==> src/hdl/hcbd_pkg.sv <==
// Shared constants, result type and hex decode function of the chunked body decoder.
package hcbd_pkg;

    localparam int COUNT_BITS = 32;
    localparam int LEN_BITS   = 32;

    localparam logic [7:0] CHAR_CR    = 8'h0D;
    localparam logic [7:0] CHAR_LF    = 8'h0A;
    localparam logic [7:0] CHAR_SEMI  = 8'h3B;
    localparam logic [7:0] CHAR_ZERO  = 8'h30;
    localparam logic [7:0] CHAR_NINE  = 8'h39;
    localparam logic [7:0] CHAR_LO_A  = 8'h61;
    localparam logic [7:0] CHAR_LO_F  = 8'h66;
    localparam logic [7:0] CHAR_UP_A  = 8'h41;
    localparam logic [7:0] CHAR_UP_F  = 8'h46;
    localparam logic [7:0] LO_A_BIAS  = 8'h57;
    localparam logic [7:0] UP_A_BIAS  = 8'h37;

    typedef struct packed {
        logic [LEN_BITS-1:0] decoded_length;
        logic                status;
        logic                end_of_body;
        logic                data_valid;
        logic [7:0]          data_out;
    } hcbd_result_t;

    typedef struct packed {
        logic       valid;
        logic [3:0] value;
    } hcbd_hex_t;

    function automatic hcbd_hex_t hex_decode(input logic [7:0] c);
        hcbd_hex_t h;
        logic [7:0] diff;
        h.valid = 1'b0;
        h.value = 4'd0;
        diff    = 8'd0;
        if (c >= CHAR_ZERO && c <= CHAR_NINE)
        begin
            h.valid = 1'b1;
            h.value = c[3:0];
        end
        else if (c >= CHAR_LO_A && c <= CHAR_LO_F)
        begin
            diff    = c - LO_A_BIAS;
            h.valid = 1'b1;
            h.value = diff[3:0];
        end
        else if (c >= CHAR_UP_A && c <= CHAR_UP_F)
        begin
            diff    = c - UP_A_BIAS;
            h.valid = 1'b1;
            h.value = diff[3:0];
        end
        return h;
    endfunction

endpackage

==> src/hdl/http_chunked_body_decoder.sv <==
// Top level of the chunked HTTP body decoder: input register, parser and output skid stage.
//
// Usage:
//   s_axis carries the chunked body one byte per transaction; s_axis_tlast marks the
//   final byte of a body. m_axis carries one result per payload byte and one on the
//   final byte: tdata holds the byte (zero when not payload) and the running payload
//   count, tuser flags payload and malformed status, tlast marks end of body.
//   Bytes of the size lines, extensions and CRLFs produce no result.
//   A result passes from the input register through the parser to the output register,
//   then appears on m_axis. Throughput: one byte per cycle while m_axis does not stall;
//   each byte takes one pass through the parser between the two registers.
//   Reset clears the parser to the start of a body and empties both stages.
//   When m_axis stalls, the skid stage holds one more result, then s_axis_tready
//   drops until the output drains; no transaction is lost or repeated.
//   After the end-of-body result the next byte begins a new body. Payload passed
//   before a malformed status must be discarded downstream.
module http_chunked_body_decoder
    import hcbd_pkg::*;
(
    input  logic        clk,
    input  logic        rst_n,
    input  logic        s_axis_tvalid,
    output logic        s_axis_tready,
    input  logic [7:0]  s_axis_tdata,   // [7:0] data_in
    input  logic        s_axis_tlast,   // is_last
    output logic        m_axis_tvalid,
    input  logic        m_axis_tready,
    output logic [39:0] m_axis_tdata,   // [7:0] data_out, [39:8] decoded_length
    output logic [1:0]  m_axis_tuser,   // [0] data_valid, [1] status
    output logic        m_axis_tlast    // end_of_body
);

    logic         in_valid_reg;
    logic         in_valid_next;
    logic [7:0]   in_data_reg;
    logic         in_last_reg;
    logic         s_accept;
    logic         step;
    logic         skid_ready;
    logic         res_valid;
    hcbd_result_t res;
    hcbd_result_t out_res;

    assign step          = in_valid_reg & skid_ready;
    assign s_axis_tready = ~in_valid_reg | skid_ready;
    assign s_accept      = s_axis_tvalid & s_axis_tready;
    assign in_valid_next = s_accept | (in_valid_reg & ~step);

    always_ff @(posedge clk or negedge rst_n)
    begin
        if (!rst_n)
        begin
            in_valid_reg <= 1'b0;
        end
        else
        begin
            in_valid_reg <= in_valid_next;
        end
    end

    always_ff @(posedge clk)
    begin
        if (s_accept)
        begin
            in_data_reg <= s_axis_tdata;
            in_last_reg <= s_axis_tlast;
        end
    end

    hcbd_parser u_parser (
        .clk       (clk),
        .rst_n     (rst_n),
        .step      (step),
        .byte_in   (in_data_reg),
        .last_in   (in_last_reg),
        .res_valid (res_valid),
        .res       (res)
    );

    hcbd_skid u_skid (
        .clk       (clk),
        .rst_n     (rst_n),
        .in_valid  (res_valid),
        .in_res    (res),
        .in_ready  (skid_ready),
        .out_valid (m_axis_tvalid),
        .out_res   (out_res),
        .out_ready (m_axis_tready)
    );

    assign m_axis_tdata = {out_res.decoded_length, out_res.data_out};
    assign m_axis_tuser = {out_res.status, out_res.data_valid};
    assign m_axis_tlast = out_res.end_of_body;

endmodule

==> src/hdl/hcbd_parser.sv <==
// Chunk framing state machine, size accumulator and payload counter.
module hcbd_parser
    import hcbd_pkg::*;
(
    input  logic         clk,
    input  logic         rst_n,
    input  logic         step,
    input  logic [7:0]   byte_in,
    input  logic         last_in,
    output logic         res_valid,
    output hcbd_result_t res
);

    localparam logic [3:0] MODE_SIZE_START  = 4'd0;
    localparam logic [3:0] MODE_SIZE_DIGITS = 4'd1;
    localparam logic [3:0] MODE_EXT         = 4'd2;
    localparam logic [3:0] MODE_SIZE_LF     = 4'd3;
    localparam logic [3:0] MODE_DATA        = 4'd4;
    localparam logic [3:0] MODE_AFTER_DATA  = 4'd5;
    localparam logic [3:0] MODE_AFTER_CR    = 4'd6;
    localparam logic [3:0] MODE_DONE        = 4'd7;
    localparam logic [3:0] MODE_ERROR       = 4'd8;

    logic [3:0]            mode_reg;
    logic [3:0]            mode_next;
    logic [COUNT_BITS-1:0] chunk_reg;
    logic [COUNT_BITS-1:0] chunk_next;
    logic [LEN_BITS-1:0]   pay_reg;
    logic [LEN_BITS-1:0]   pay_next;
    logic [3:0]            mode_cur;
    logic [3:0]            mode_upd;
    logic [COUNT_BITS-1:0] chunk_upd;
    logic [LEN_BITS-1:0]   pay_upd;
    logic                  emit;
    logic                  body_ok;
    logic                  size_full;
    hcbd_hex_t             hex;

    assign hex       = hex_decode(byte_in);
    assign size_full = |chunk_reg[COUNT_BITS-1:COUNT_BITS-4];

    always_comb
    begin
        mode_cur = mode_reg;
        if (mode_reg == MODE_AFTER_DATA && byte_in != CHAR_CR)
        begin
            mode_cur = MODE_SIZE_START;
        end
        mode_upd  = mode_cur;
        chunk_upd = chunk_reg;
        pay_upd   = pay_reg;
        emit      = 1'b0;
        unique case (mode_cur)
            MODE_SIZE_START:
            begin
                chunk_upd = {{(COUNT_BITS-4){1'b0}}, hex.value};
                mode_upd  = hex.valid ? MODE_SIZE_DIGITS : MODE_ERROR;
            end
            MODE_SIZE_DIGITS:
            begin
                priority if (byte_in == CHAR_CR)
                    mode_upd = MODE_SIZE_LF;
                else if (byte_in == CHAR_SEMI)
                    mode_upd = MODE_EXT;
                else if (!hex.valid || size_full)
                    mode_upd = MODE_ERROR;
                else
                    chunk_upd = {chunk_reg[COUNT_BITS-5:0], hex.value};
            end
            MODE_EXT:
            begin
                if (byte_in == CHAR_CR)
                    mode_upd = MODE_SIZE_LF;
            end
            MODE_SIZE_LF:
            begin
                priority if (byte_in != CHAR_LF)
                    mode_upd = MODE_ERROR;
                else if (chunk_reg == '0)
                    mode_upd = MODE_DONE;
                else
                    mode_upd = MODE_DATA;
            end
            MODE_DATA:
            begin
                emit      = 1'b1;
                pay_upd   = pay_reg + LEN_BITS'(1);
                chunk_upd = chunk_reg - COUNT_BITS'(1);
                if (chunk_reg == COUNT_BITS'(1))
                    mode_upd = MODE_AFTER_DATA;
            end
            MODE_AFTER_DATA:
            begin
                mode_upd = MODE_AFTER_CR;
            end
            MODE_AFTER_CR:
            begin
                mode_upd = (byte_in == CHAR_LF) ? MODE_SIZE_START : MODE_ERROR;
            end
            MODE_DONE:
            begin
                mode_upd = MODE_DONE;
            end
            default:
            begin
                mode_upd = MODE_ERROR;
            end
        endcase

        body_ok = (mode_upd == MODE_DONE) || (mode_upd == MODE_SIZE_START) ||
                  (mode_upd == MODE_AFTER_DATA);

        res.data_out       = emit ? byte_in : 8'd0;
        res.data_valid     = emit;
        res.end_of_body    = last_in;
        res.status         = last_in & ~body_ok;
        res.decoded_length = pay_upd;
        res_valid          = step & (emit | last_in);

        mode_next  = mode_reg;
        chunk_next = chunk_reg;
        pay_next   = pay_reg;
        if (step)
        begin
            if (last_in)
            begin
                mode_next  = MODE_SIZE_START;
                chunk_next = '0;
                pay_next   = '0;
            end
            else
            begin
                mode_next  = mode_upd;
                chunk_next = chunk_upd;
                pay_next   = pay_upd;
            end
        end
    end

    always_ff @(posedge clk or negedge rst_n)
    begin
        if (!rst_n)
        begin
            mode_reg  <= MODE_SIZE_START;
            chunk_reg <= '0;
            pay_reg   <= '0;
        end
        else
        begin
            mode_reg  <= mode_next;
            chunk_reg <= chunk_next;
            pay_reg   <= pay_next;
        end
    end

endmodule

==> src/hdl/hcbd_skid.sv <==
// Output register with a skid stage between the parser and the result channel.
module hcbd_skid
    import hcbd_pkg::*;
(
    input  logic         clk,
    input  logic         rst_n,
    input  logic         in_valid,
    input  hcbd_result_t in_res,
    output logic         in_ready,
    output logic         out_valid,
    output hcbd_result_t out_res,
    input  logic         out_ready
);

    logic         main_valid_reg;
    logic         main_valid_next;
    hcbd_result_t main_res_reg;
    hcbd_result_t main_res_next;
    logic         skid_valid_reg;
    logic         skid_valid_next;
    hcbd_result_t skid_res_reg;
    hcbd_result_t skid_res_next;
    logic         take;
    logic         pop;

    assign in_ready  = ~skid_valid_reg;
    assign take      = in_valid & ~skid_valid_reg;
    assign pop       = main_valid_reg & out_ready;
    assign out_valid = main_valid_reg;
    assign out_res   = main_res_reg;

    always_comb
    begin
        main_valid_next = main_valid_reg;
        main_res_next   = main_res_reg;
        skid_valid_next = skid_valid_reg;
        skid_res_next   = skid_res_reg;
        if (!main_valid_reg || pop)
        begin
            main_valid_next = skid_valid_reg | take;
            main_res_next   = skid_valid_reg ? skid_res_reg : in_res;
            skid_valid_next = 1'b0;
        end
        else if (take)
        begin
            skid_valid_next = 1'b1;
            skid_res_next   = in_res;
        end
    end

    always_ff @(posedge clk or negedge rst_n)
    begin
        if (!rst_n)
        begin
            main_valid_reg <= 1'b0;
            skid_valid_reg <= 1'b0;
        end
        else
        begin
            main_valid_reg <= main_valid_next;
            skid_valid_reg <= skid_valid_next;
        end
    end

    always_ff @(posedge clk)
    begin
        main_res_reg <= main_res_next;
        skid_res_reg <= skid_res_next;
    end

endmodule

==> config.mk <==
export PLATFORM = sky130hd
export DESIGN_NAME = http_chunked_body_decoder
export DESIGN_NICKNAME = d
export VERILOG_FILES = /design/src/hdl/hcbd_pkg.sv /design/src/hdl/http_chunked_body_decoder.sv /design/src/hdl/hcbd_parser.sv /design/src/hdl/hcbd_skid.sv
export SDC_FILE = /design/constraint.sdc
export NUM_CORES = 1
export LEC_CHECK = 0
export ABC_AREA = 1
export BUFFER_PORTS_ARGS = -buffer_cell sky130_fd_sc_hd__buf_2
export CAP_MARGIN = 20
export CORE_ASPECT_RATIO = 1.4
export CORE_MARGIN = 8
export CORE_UTILIZATION = 40
export CTS_CLUSTER_SIZE = 24
export DETAILED_ROUTE_END_ITERATION = 6
export GPL_ROUTABILITY_DRIVEN = 1
export PLACE_DENSITY_LB_ADDON = 0.08
export SYNTH_ARGS = -nofsm -noshare
export SYNTH_HDL_FRONTEND = slang
export SYNTH_HIERARCHICAL = 1
export SYNTH_SLANG_ARGS = --single-unit
==> constraint.sdc <==
create_clock -name clk -period 5.05 [get_ports clk]
set_clock_uncertainty 0.1 [all_clocks]
set_input_delay 0.2525 -clock clk [delete_from_list [all_inputs] [get_ports clk]]
set_output_delay 0.2525 -clock clk [all_outputs]
set_load 0.01 [all_outputs]
==> reports/results.tsv, run 1 <==
metric	value	unit
place_congestion	0.877	
die_area	27100	um^2
clock_latency	0.43	ns
track_usage	0.172	
power.internal	2.40	mW
viasPerCell	5.00	
dp_slack	1.59	ns
dp_hpwl	15400	um
numPortBuffers	57	
fin_crit	3.48	ns
grt_pass1_vias	7196	
io_pins	58	
worstRegToRegCells	9	
n_antenna_cell	0	
first_pass_iters	5	
grt_max_degree	72	
row_count	64	
fmax	288	MHz
hp-class	in -> async	
drive_gt1_frac	0.112	
fp.dieH	192	um
ir_worst_vdd	0.218	mV
hold_viol_final	0	
routed-via-count	7029	
cpMaxStageDelayCell	inv_2	
clkSinkCount	166	
finalNetCount	1115	
syn-num-nets	1056	
tightestPinTransition	0.866	ns
cp_common_cell	nand2_1	
switching_power	861	uW
critical_path_class	reg -> reg	
endpoint_kind	flip-flop	
ys_warn_count	6	
status	finished, final reports clean	
grt_pass1_wl	36500	um
routedWlPerCell	16.1	um
ctsResizeCount	0	
yosysSeqAreaShare	0.525	
tritoncts	yes	
worst_hold_slack	0.159	ns
crit_arrival	3.69	ns
clk_pin_slew	0.07	ns
maxCapViolations	0	
fillCellCount	2184	
cpPeakStageDelay	0.70	ns
tns	0	ns
swShare	0.264	
syn_avg_cell_area	8.51	um^2
crit_chain	nand4_4 -> nand2_1 -> inv_1 -> nand2_1 -> nand3_2 -> inv_2 -> o21ai_0 -> o21ai_0 -> nand2_1	
setup_violations	0	
combPwrFrac	0.129	
htreeDepth	4	
clock_path_buffers	2	
drc	0	
seqPwrFrac	0.477	
ys_seq_elements	166	
leakagePower	4.53	nW
drt_iter0_markers	374	
numCtsBuffers	17	
die_w	141	um
netlist_area	8810	um^2
syn_to_final_growth	13.8	%
setup_ws	1.57	ns
p_per_area	326	nW/um^2
startpoint_type	flip-flop	
grt_overflow	0	
p_total	3.27	mW
rsz0062_at_grt	no	
layout_common_cells	nand2_1, inv_1, nor2_1, edfxtp_1, dfrtp_1	
cp_num_buf_inv	2	
async_reset_ff_frac	0.428	
crit_family	simple AND/OR/NAND/NOR gates	
min_period_over_period	0.688	
reg2reg_from	u_parser/mode_reg[2]	
finalMaxSlewViolations	0	
slew-limit-headroom	0.423	
final_common_cell	nand2_1	
cp_max_fo	33	
reg2reg_to	u_parser/chunk_reg[25]	
root_buffer	clkbuf_16	
start_util	0.405	
yosysUniqueCellTypes	50	
netlist_instances	1036	
route.final.wire_length	22600	um
core_area	21800	um^2
required	5.27	ns
synth-edff-count	95	
reg2reg_slack	1.57	ns
clock_power_share	0.394	
cts_setup_buffers	0	
synth_ff_type	edfxtp_1	
antenna_found_initial	0	
postRouteAntennaNets	0	
-- logic make-up (layout without fill, tap and decap cells) --
kind of cell	after synthesis	after routing	synth area share
xor+xnor	32	32	0.0327
compound gates	144	144	0.0936
mux	5	5	0.00568
buf+inv	163	235	0.0805
flops	166	166	0.525
fa+ha+maj	7	7	0.00994
simple gates	519	519	0.252
-- worst reg2reg max path: stages (launching register included) --
cell and delay (ns):
dfrtp_1 0.56, nand4_4 0.58, nand2_1 0.24, inv_1 0.13, nand2_1 0.10, nand3_2 0.52, inv_2 0.71, o21ai_0 0.17
o21ai_0 0.18, nand2_1 0.07
-- routing by layer --
layer / part of all wire / up-vias / GRT usage
li1: - / 3532 / -
met1: 0.41 / 3340 / 0.184
met2: 0.54 / 124 / 0.323
met3: 0.031 / 33 / 0.0303
met4: 0.024 / 0 / 0.0750
met5: 0 / - / 0
-- final cells by class --
class | instances | area [um^2] | share of cell area
inverter | 127 | 482 | 0.0480
sequential | 166 | 4630 | 0.462
timing repair buffer | 76 | 475 | 0.0474
tap | 297 | 372 | 0.0371
multi-input combinational | 707 | 3480 | 0.347
clock buffer | 25 | 517 | 0.0515
clock inverter | 7 | 67.6 | 0.00674
-- worst max-delay path by stage --
| stage | from | to | slack, ns | cells after the start |
|---|---|---|---|---|
| 3_5_place_dp | u_parser/mode_reg[0] | u_parser/chunk_reg[25] | 1.59 | 10 |
| 3_3_place_gp | u_parser/mode_reg[3] | u_parser/chunk_reg[25] | 1.65 | 10 |
| 6_report | u_parser/mode_reg[2] | u_parser/chunk_reg[25] | 1.57 | 9 |
| 4_1_cts | u_parser/mode_reg[0] | u_parser/chunk_reg[25] | 1.58 | 10 |
| 2_1_floorplan | u_skid/out_valid | u_skid/skid_res_reg[0] | 1.16 | 2 |
| 5_1_grt | in_data_reg[1] | u_parser/chunk_reg[25] | 1.33 | 13 |
-- synthesized netlist by cell type, types with 8 or more instances --
cell      instances  share of area
a21oi_1          29          0.016
a22oi_1           8         0.0068
buf_2             8         0.0045
buf_4             8         0.0068
clkbuf_1         13         0.0055
dfrtp_1          71           0.20
edfxtp_1         95           0.32
inv_1           120          0.051
nand2_1         302           0.13
nand3_1          50          0.028
nand4_1          26          0.018
nor2_1          105          0.045
nor3_1           12         0.0068
o21ai_0          58          0.033
o21ai_1           8         0.0045
o22ai_1          21          0.015
xor2_1           29          0.029
-- power by group through the flow --
stage                     logic [mW]  registers (mW)  clock network, mW
after CTS                      0.424            1.56               1.32
after global placement         0.415            1.59                  0
after global routing           0.471            1.57               1.38
final                          0.422            1.56               1.29
after floorplan                0.262            1.60                  0
after detailed placement       0.416            1.59                  0
-- stage by stage --
step,utilization,std cells,area (um^2)
2_1_floorplan,-,1036,8810
3_3_place_gp,0.427,1361,9300
3_5_place_dp,0.427,1361,9300
4_1_cts,0.459,1404,10000
5_1_grt,0.460,1405,10000
6_report,0.460,1405,10000
-- what timing repair did --
item | CTS | global route
endpoints found under the hold margin | 11 | 0
hold buffers | 11 | 0
endpoints found under the setup margin | 0 | 0
Power figures use the tool's default switching activity.
==> inputs of run 2 (changes only) <==
Settings changed: ABC_AREA 1 to 0.
Clock period 5.05 ns to 3.5 ns, I/O delays scaled along.
==> reports/results.tsv, run 2 <==
metric	value	unit
status	finished, final reports clean	
clock_path_buffers	2	
slew-limit-headroom	0.424	
leakagePower	4.04	nW
track_usage	0.154	
p_per_area	441	nW/um^2
viasPerCell	5.82	
cpMaxStageDelayCell	or4b_1	
syn-num-nets	776	
tightestPinTransition	0.860	ns
final_common_cell	edfxtp_1	
drive_gt1_frac	0.216	
dp_hpwl	13700	um
cp_max_fo	6	
finalNetCount	836	
crit_chain	or4b_1 -> a311oi_1 -> o21ai_1 -> o311ai_0 -> o21bai_1 -> a32o_1 -> mux2_4	
first_pass_iters	5	
grt_pass1_wl	33100	um
p_total	4.35	mW
die_w	140	um
routedWlPerCell	18.5	um
start_util	0.406	
grt_util_met1	0.173	
clk_pin_slew	0.07	ns
hold_viol_final	0	
core_area	21200	um^2
routed-via-count	6340	
ir_worst_vdd	0.298	mV
place_area	9180	um^2
setup_ws	0.351	ns
die_area	26600	um^2
yosysUniqueCellTypes	72	
fmax	318	MHz
endpoint_kind	flip-flop	
required	3.57	ns
synthTopCellsByCount	edfxtp_1, dfrtp_1, o21ai_0	
syn_avg_cell_area	11.4	um^2
setup_violations	0	
busiest_layer	met2	
use_met2	0.281	
place_congestion	0.812	
startpoint_type	flip-flop	
cts_setup_buffers	0	
synth_top_area_frac	0.331	
clock_latency	0.42	ns
grt_pass1_vias	6497	
n_antenna_cell	0	
final_area	9860	um^2
finalMaxSlewViolations	0	
synth-edff-count	95	
numPortBuffers	57	
async_reset_ff_frac	0.428	
critical_path_class	reg -> reg	
root_buffer	clkbuf_16	
cpPeakStageDelay	0.56	ns
yosys.area.top_type	edfxtp_1	
tns	0	ns
synth.area.top_cells	edfxtp_1, dfrtp_1, mux2_4	
rsz0062_at_grt	no	
hp-class	in -> async	
numCtsBuffers	17	
crit_arrival	3.22	ns
antenna_found_initial	0	
dp_slack	0.372	ns
grt_overflow	0	
postRouteAntennaNets	0	
yosysSeqAreaShare	0.537	
ys_warn_count	6	
yosysMostFrequentCell	edfxtp_1	
use_met3	0.0258	
final_core_util	0.465	
io_pins	58	
htreeDepth	4	
netlist_instances	756	
fp.dieH	190	um
syn_to_final_growth	14.5	%
drc	0	
tritoncts	yes	
ys_seq_elements	166	
synth_ff_type	edfxtp_1	
fin_crit	3.15	ns
min_period_over_period	0.900	
grt_max_degree	46	
route.final.wire_length	20200	um
layout_common_cells	edfxtp_1, dfrtp_1, o21ai_0, buf_2, nor2_1	
netlist_area	8610	um^2
row_count	63	
drt_iter0_markers	449	
maxCapViolations	0	
clkSinkCount	166	
[run 2: cell families (layout without fill, tap and decap cells)]
kind of cell / after synthesis / after routing / synth area share
simple gates: 217 / 217 / 0.134
mux: 49 / 49 / 0.0797
compound gates: 213 / 213 / 0.162
flops: 166 / 166 / 0.537
xor+xnor: 35 / 35 / 0.0356
buf+inv: 69 / 142 / 0.0404
fa+ha+maj: 7 / 7 / 0.0102
[run 2: worst paths after layout]
path,from,slack (ns),to,depth (start not counted)
worst max-delay path,in_data_reg[3],0.35,u_skid/out_res[10],7
worst min-delay path,rst_n,0.14,u_parser/chunk_reg[17],2
worst max register to register,in_data_reg[3],0.35,u_skid/out_res[10],7
worst min register to register,u_parser/pay_reg[19],0.37,u_parser/pay_reg[19],2
max in group asynchronous,rst_n,2.39,u_parser/pay_reg[18],3
min in group clk,s_axis_tdata[1],0.37,in_data_reg[1],2
[run 2: where the power goes]
group / leakage, nW / internal (mW) / switching, mW / total, mW
clock network: 0.276 / 1.00 / 0.813 / 1.81
logic: 1.75 / 0.127 / 0.237 / 0.363
registers: 2.01 / 2.14 / 0.0350 / 2.17
[run 2: stage by stage]
| stage | instances | hold WS, ns |
|---|---|---|
| global placement | 1046 | 0.0519 |
| floorplan | 756 | -0.221 |
| detailed placement | 1046 | 0.0535 |
| global route | 1089 | 0.176 |
| finish | 1089 | 0.142 |
| CTS | 1089 | 0.143 |
[run 2: what timing repair did]
| item | 4_1_cts | 5_1_grt |
|---|---|---|
| gates resized for setup | 0 | 0 |
| hold buffers | 11 | 0 |
| endpoints found under the setup margin | 0 | 0 |
| endpoints found under the hold margin | 27 | 0 |
[run 2: area by class of cell]
| class | count | area (um^2) |
|---|---|---|
| multi-input combinational | 521 | 3660 |
| fill | 1899 | 11300 |
| timing repair buffer | 95 | 611 |
| tap | 260 | 325 |
| clock inverter | 14 | 144 |
| sequential | 166 | 4630 |
| inverter | 15 | 56.3 |
| clock buffer | 18 | 429 |
[run 2: critical path: cells and delay by family (launching register included)]
| family | cells | cell delay [ns] |
|---|---|---|
| AO/OA/AOI/OAI | 5 | 1.51 |
| flip-flops | 1 | 0.46 |
| multiplexers | 1 | 0.26 |
| AND/OR/NAND/NOR | 1 | 0.56 |
[run 2: routing by layer]
layer / share of wire / vias up
met2: 0.53 / 154
met3: 0.033 / 25
met5: 0 / -
met4: 0.018 / 0
met1: 0.42 / 3164
li1: - / 2997
==> inputs of run 3 (changes only) <==
Settings changed: BUFFER_PORTS_ARGS -buffer_cell sky130_fd_sc_hd__buf_2 to default, DONT_BUFFER_PORTS from default to 1.
==> reports/results.tsv, run 3 (synthesis results as in run 2) <==
metric	value	unit
routed-via-count	6130	
grt_pass1_vias	6178	
endpoint_kind	flip-flop	
ctsResizeCount	0	
tns	0	ns
grt_overflow	0	
ir_worst_vdd	0.303	mV
finalMaxSlewViolations	0	
die_w	140	um
status	finished, final reports clean	
p_per_area	474	nW/um^2
route.final.wire_length	19900	um
clock_path_buffers	2	
drc	0	
io_pins	58	
htreeDepth	4	
slew-limit-headroom	0.380	
tritoncts	yes	
viasPerCell	5.94	
fillCellCount	1913	
start_util	0.406	
fp.dieH	190	um
hold_viol_final	0	
core_area	21200	um^2
drive_gt1_frac	0.158	
layout_common_cells	edfxtp_1, dfrtp_1, o21ai_0, nor2_1, o31ai_1	
crit_arrival	3.35	ns
routedWlPerCell	19.3	um
maxCapViolations	0	
required	3.59	ns
setup_violations	0	
cp_max_fo	6	
seqPwrFrac	0.483	
power.internal	3.51	mW
p_total	4.57	mW
clk_pin_slew	0.07	ns
antenna_found_initial	0	
syn_to_final_growth	12.1	%
cts_setup_buffers	0	
clock_latency	0.44	ns
finalNetCount	779	
place_congestion	0.814	
first_pass_iters	5	
postRouteAntennaNets	0	
rsz0062_at_grt	no	
numPortBuffers	0	
root_buffer	clkbuf_16	
n_antenna_cell	0	
dp_hpwl	13300	um
switching_power	1.06	mW
leakagePower	3.82	nW
fmax	306	MHz
min_period_over_period	0.933	
tightestPinTransition	0.927	ns
startpoint_type	flip-flop	
hp-class	in -> async	
combPwrFrac	0.062	
final_area	9660	um^2
drt_iter0_markers	388	
die_area	26600	um^2
swShare	0.233	
critical_path_class	reg -> reg	
fin_crit	3.26	ns
grt_max_degree	72	
row_count	63	
grt_pass1_wl	32100	um
multi_input_area	3660	um^2
register_area	4630	um^2
place_area	8870	um^2
clkSinkCount	166	
worst_hold_slack	0.221	ns
numCtsBuffers	17	
clock_power_share	0.454	
track_usage	0.152	
final_common_cell	edfxtp_1	
run 3: cell types whose count changed in the layout (fill, tap and decap cells not counted), sizes merged:
| cell | before | now |
|---|---|---|
| buf | 84 | 27 |
| bufinv | 1 | 5 |
| clkinv | 6 | 4 |
| clkbuf | 18 | 17 |
| clkinvlp | 2 | 1 |
run 3: per-layer routing:
layer / up-vias / track usage / share of wire
met5: - / 0 / 0
met4: 0 / 0.0674 / 0.020
met3: 29 / 0.0314 / 0.028
met2: 136 / 0.275 / 0.53
met1: 3064 / 0.169 / 0.42
li1: 2901 / - / -
run 3: final timing paths:
| kind | start | end | slack (ns) | depth (start not counted) |
|---|---|---|---|---|
| worst max-delay path | in_data_reg[3] | u_skid/out_res[10] | 0.24 | 7 |
| worst min-delay path | rst_n | u_parser/chunk_reg[26] | 0.22 | 2 |
| worst max register to register | in_data_reg[3] | u_skid/out_res[10] | 0.24 | 7 |
| worst min register to register | u_parser/pay_reg[19] | u_parser/pay_reg[19] | 0.38 | 2 |
| max in group asynchronous | rst_n | u_skid/skid_valid_reg | 2.76 | 2 |
| min in group clk | m_axis_tready | u_skid/skid_res_reg[9] | 0.26 | 3 |
run 3: power by group through the flow:
stage / clock (mW) / combinational, mW / sequential [mW]
final: 2.08 / 0.285 / 2.21
after global routing: 2.20 / 0.311 / 2.22
after CTS: 2.13 / 0.288 / 2.21
after detailed placement: 0 / 0.254 / 2.25
after global placement: 0 / 0.252 / 2.25
after floorplan: 0 / 0.200 / 2.23
run 3: critical path, cell delays in order, from the launching register on:
cell,delay (ns)
edfxtp_1,0.48
or4b_1,0.57
a311oi_1,0.55
o21ai_1,0.19
o311ai_0,0.47
o21bai_1,0.13
a32o_1,0.28
mux2_4,0.26
run 3: repair_timing:
item | CTS | global route
endpoints found under the setup margin | 0 | 0
hold buffers | 12 | 0
endpoints found under the hold margin | 90 | 0
run 3: metrics by stage:
stage	cells	setup slack [ns]	util
floorplan	756	0.452	-
global placement	988	0.377	0.418
detailed placement	988	0.289	0.418
finish	1032	0.236	0.455
global route	1032	0.0947	0.455
CTS	1032	0.276	0.455
run 3: final cells by class:
class / count / area share
clock buffers: 17 / 0.0440
clock inverters: 15 / 0.0232
inverters: 15 / 0.00583
multi-input cells: 521 / 0.379
flip-flops and latches: 166 / 0.479
well taps: 260 / 0.0337
repair buffers: 38 / 0.0345
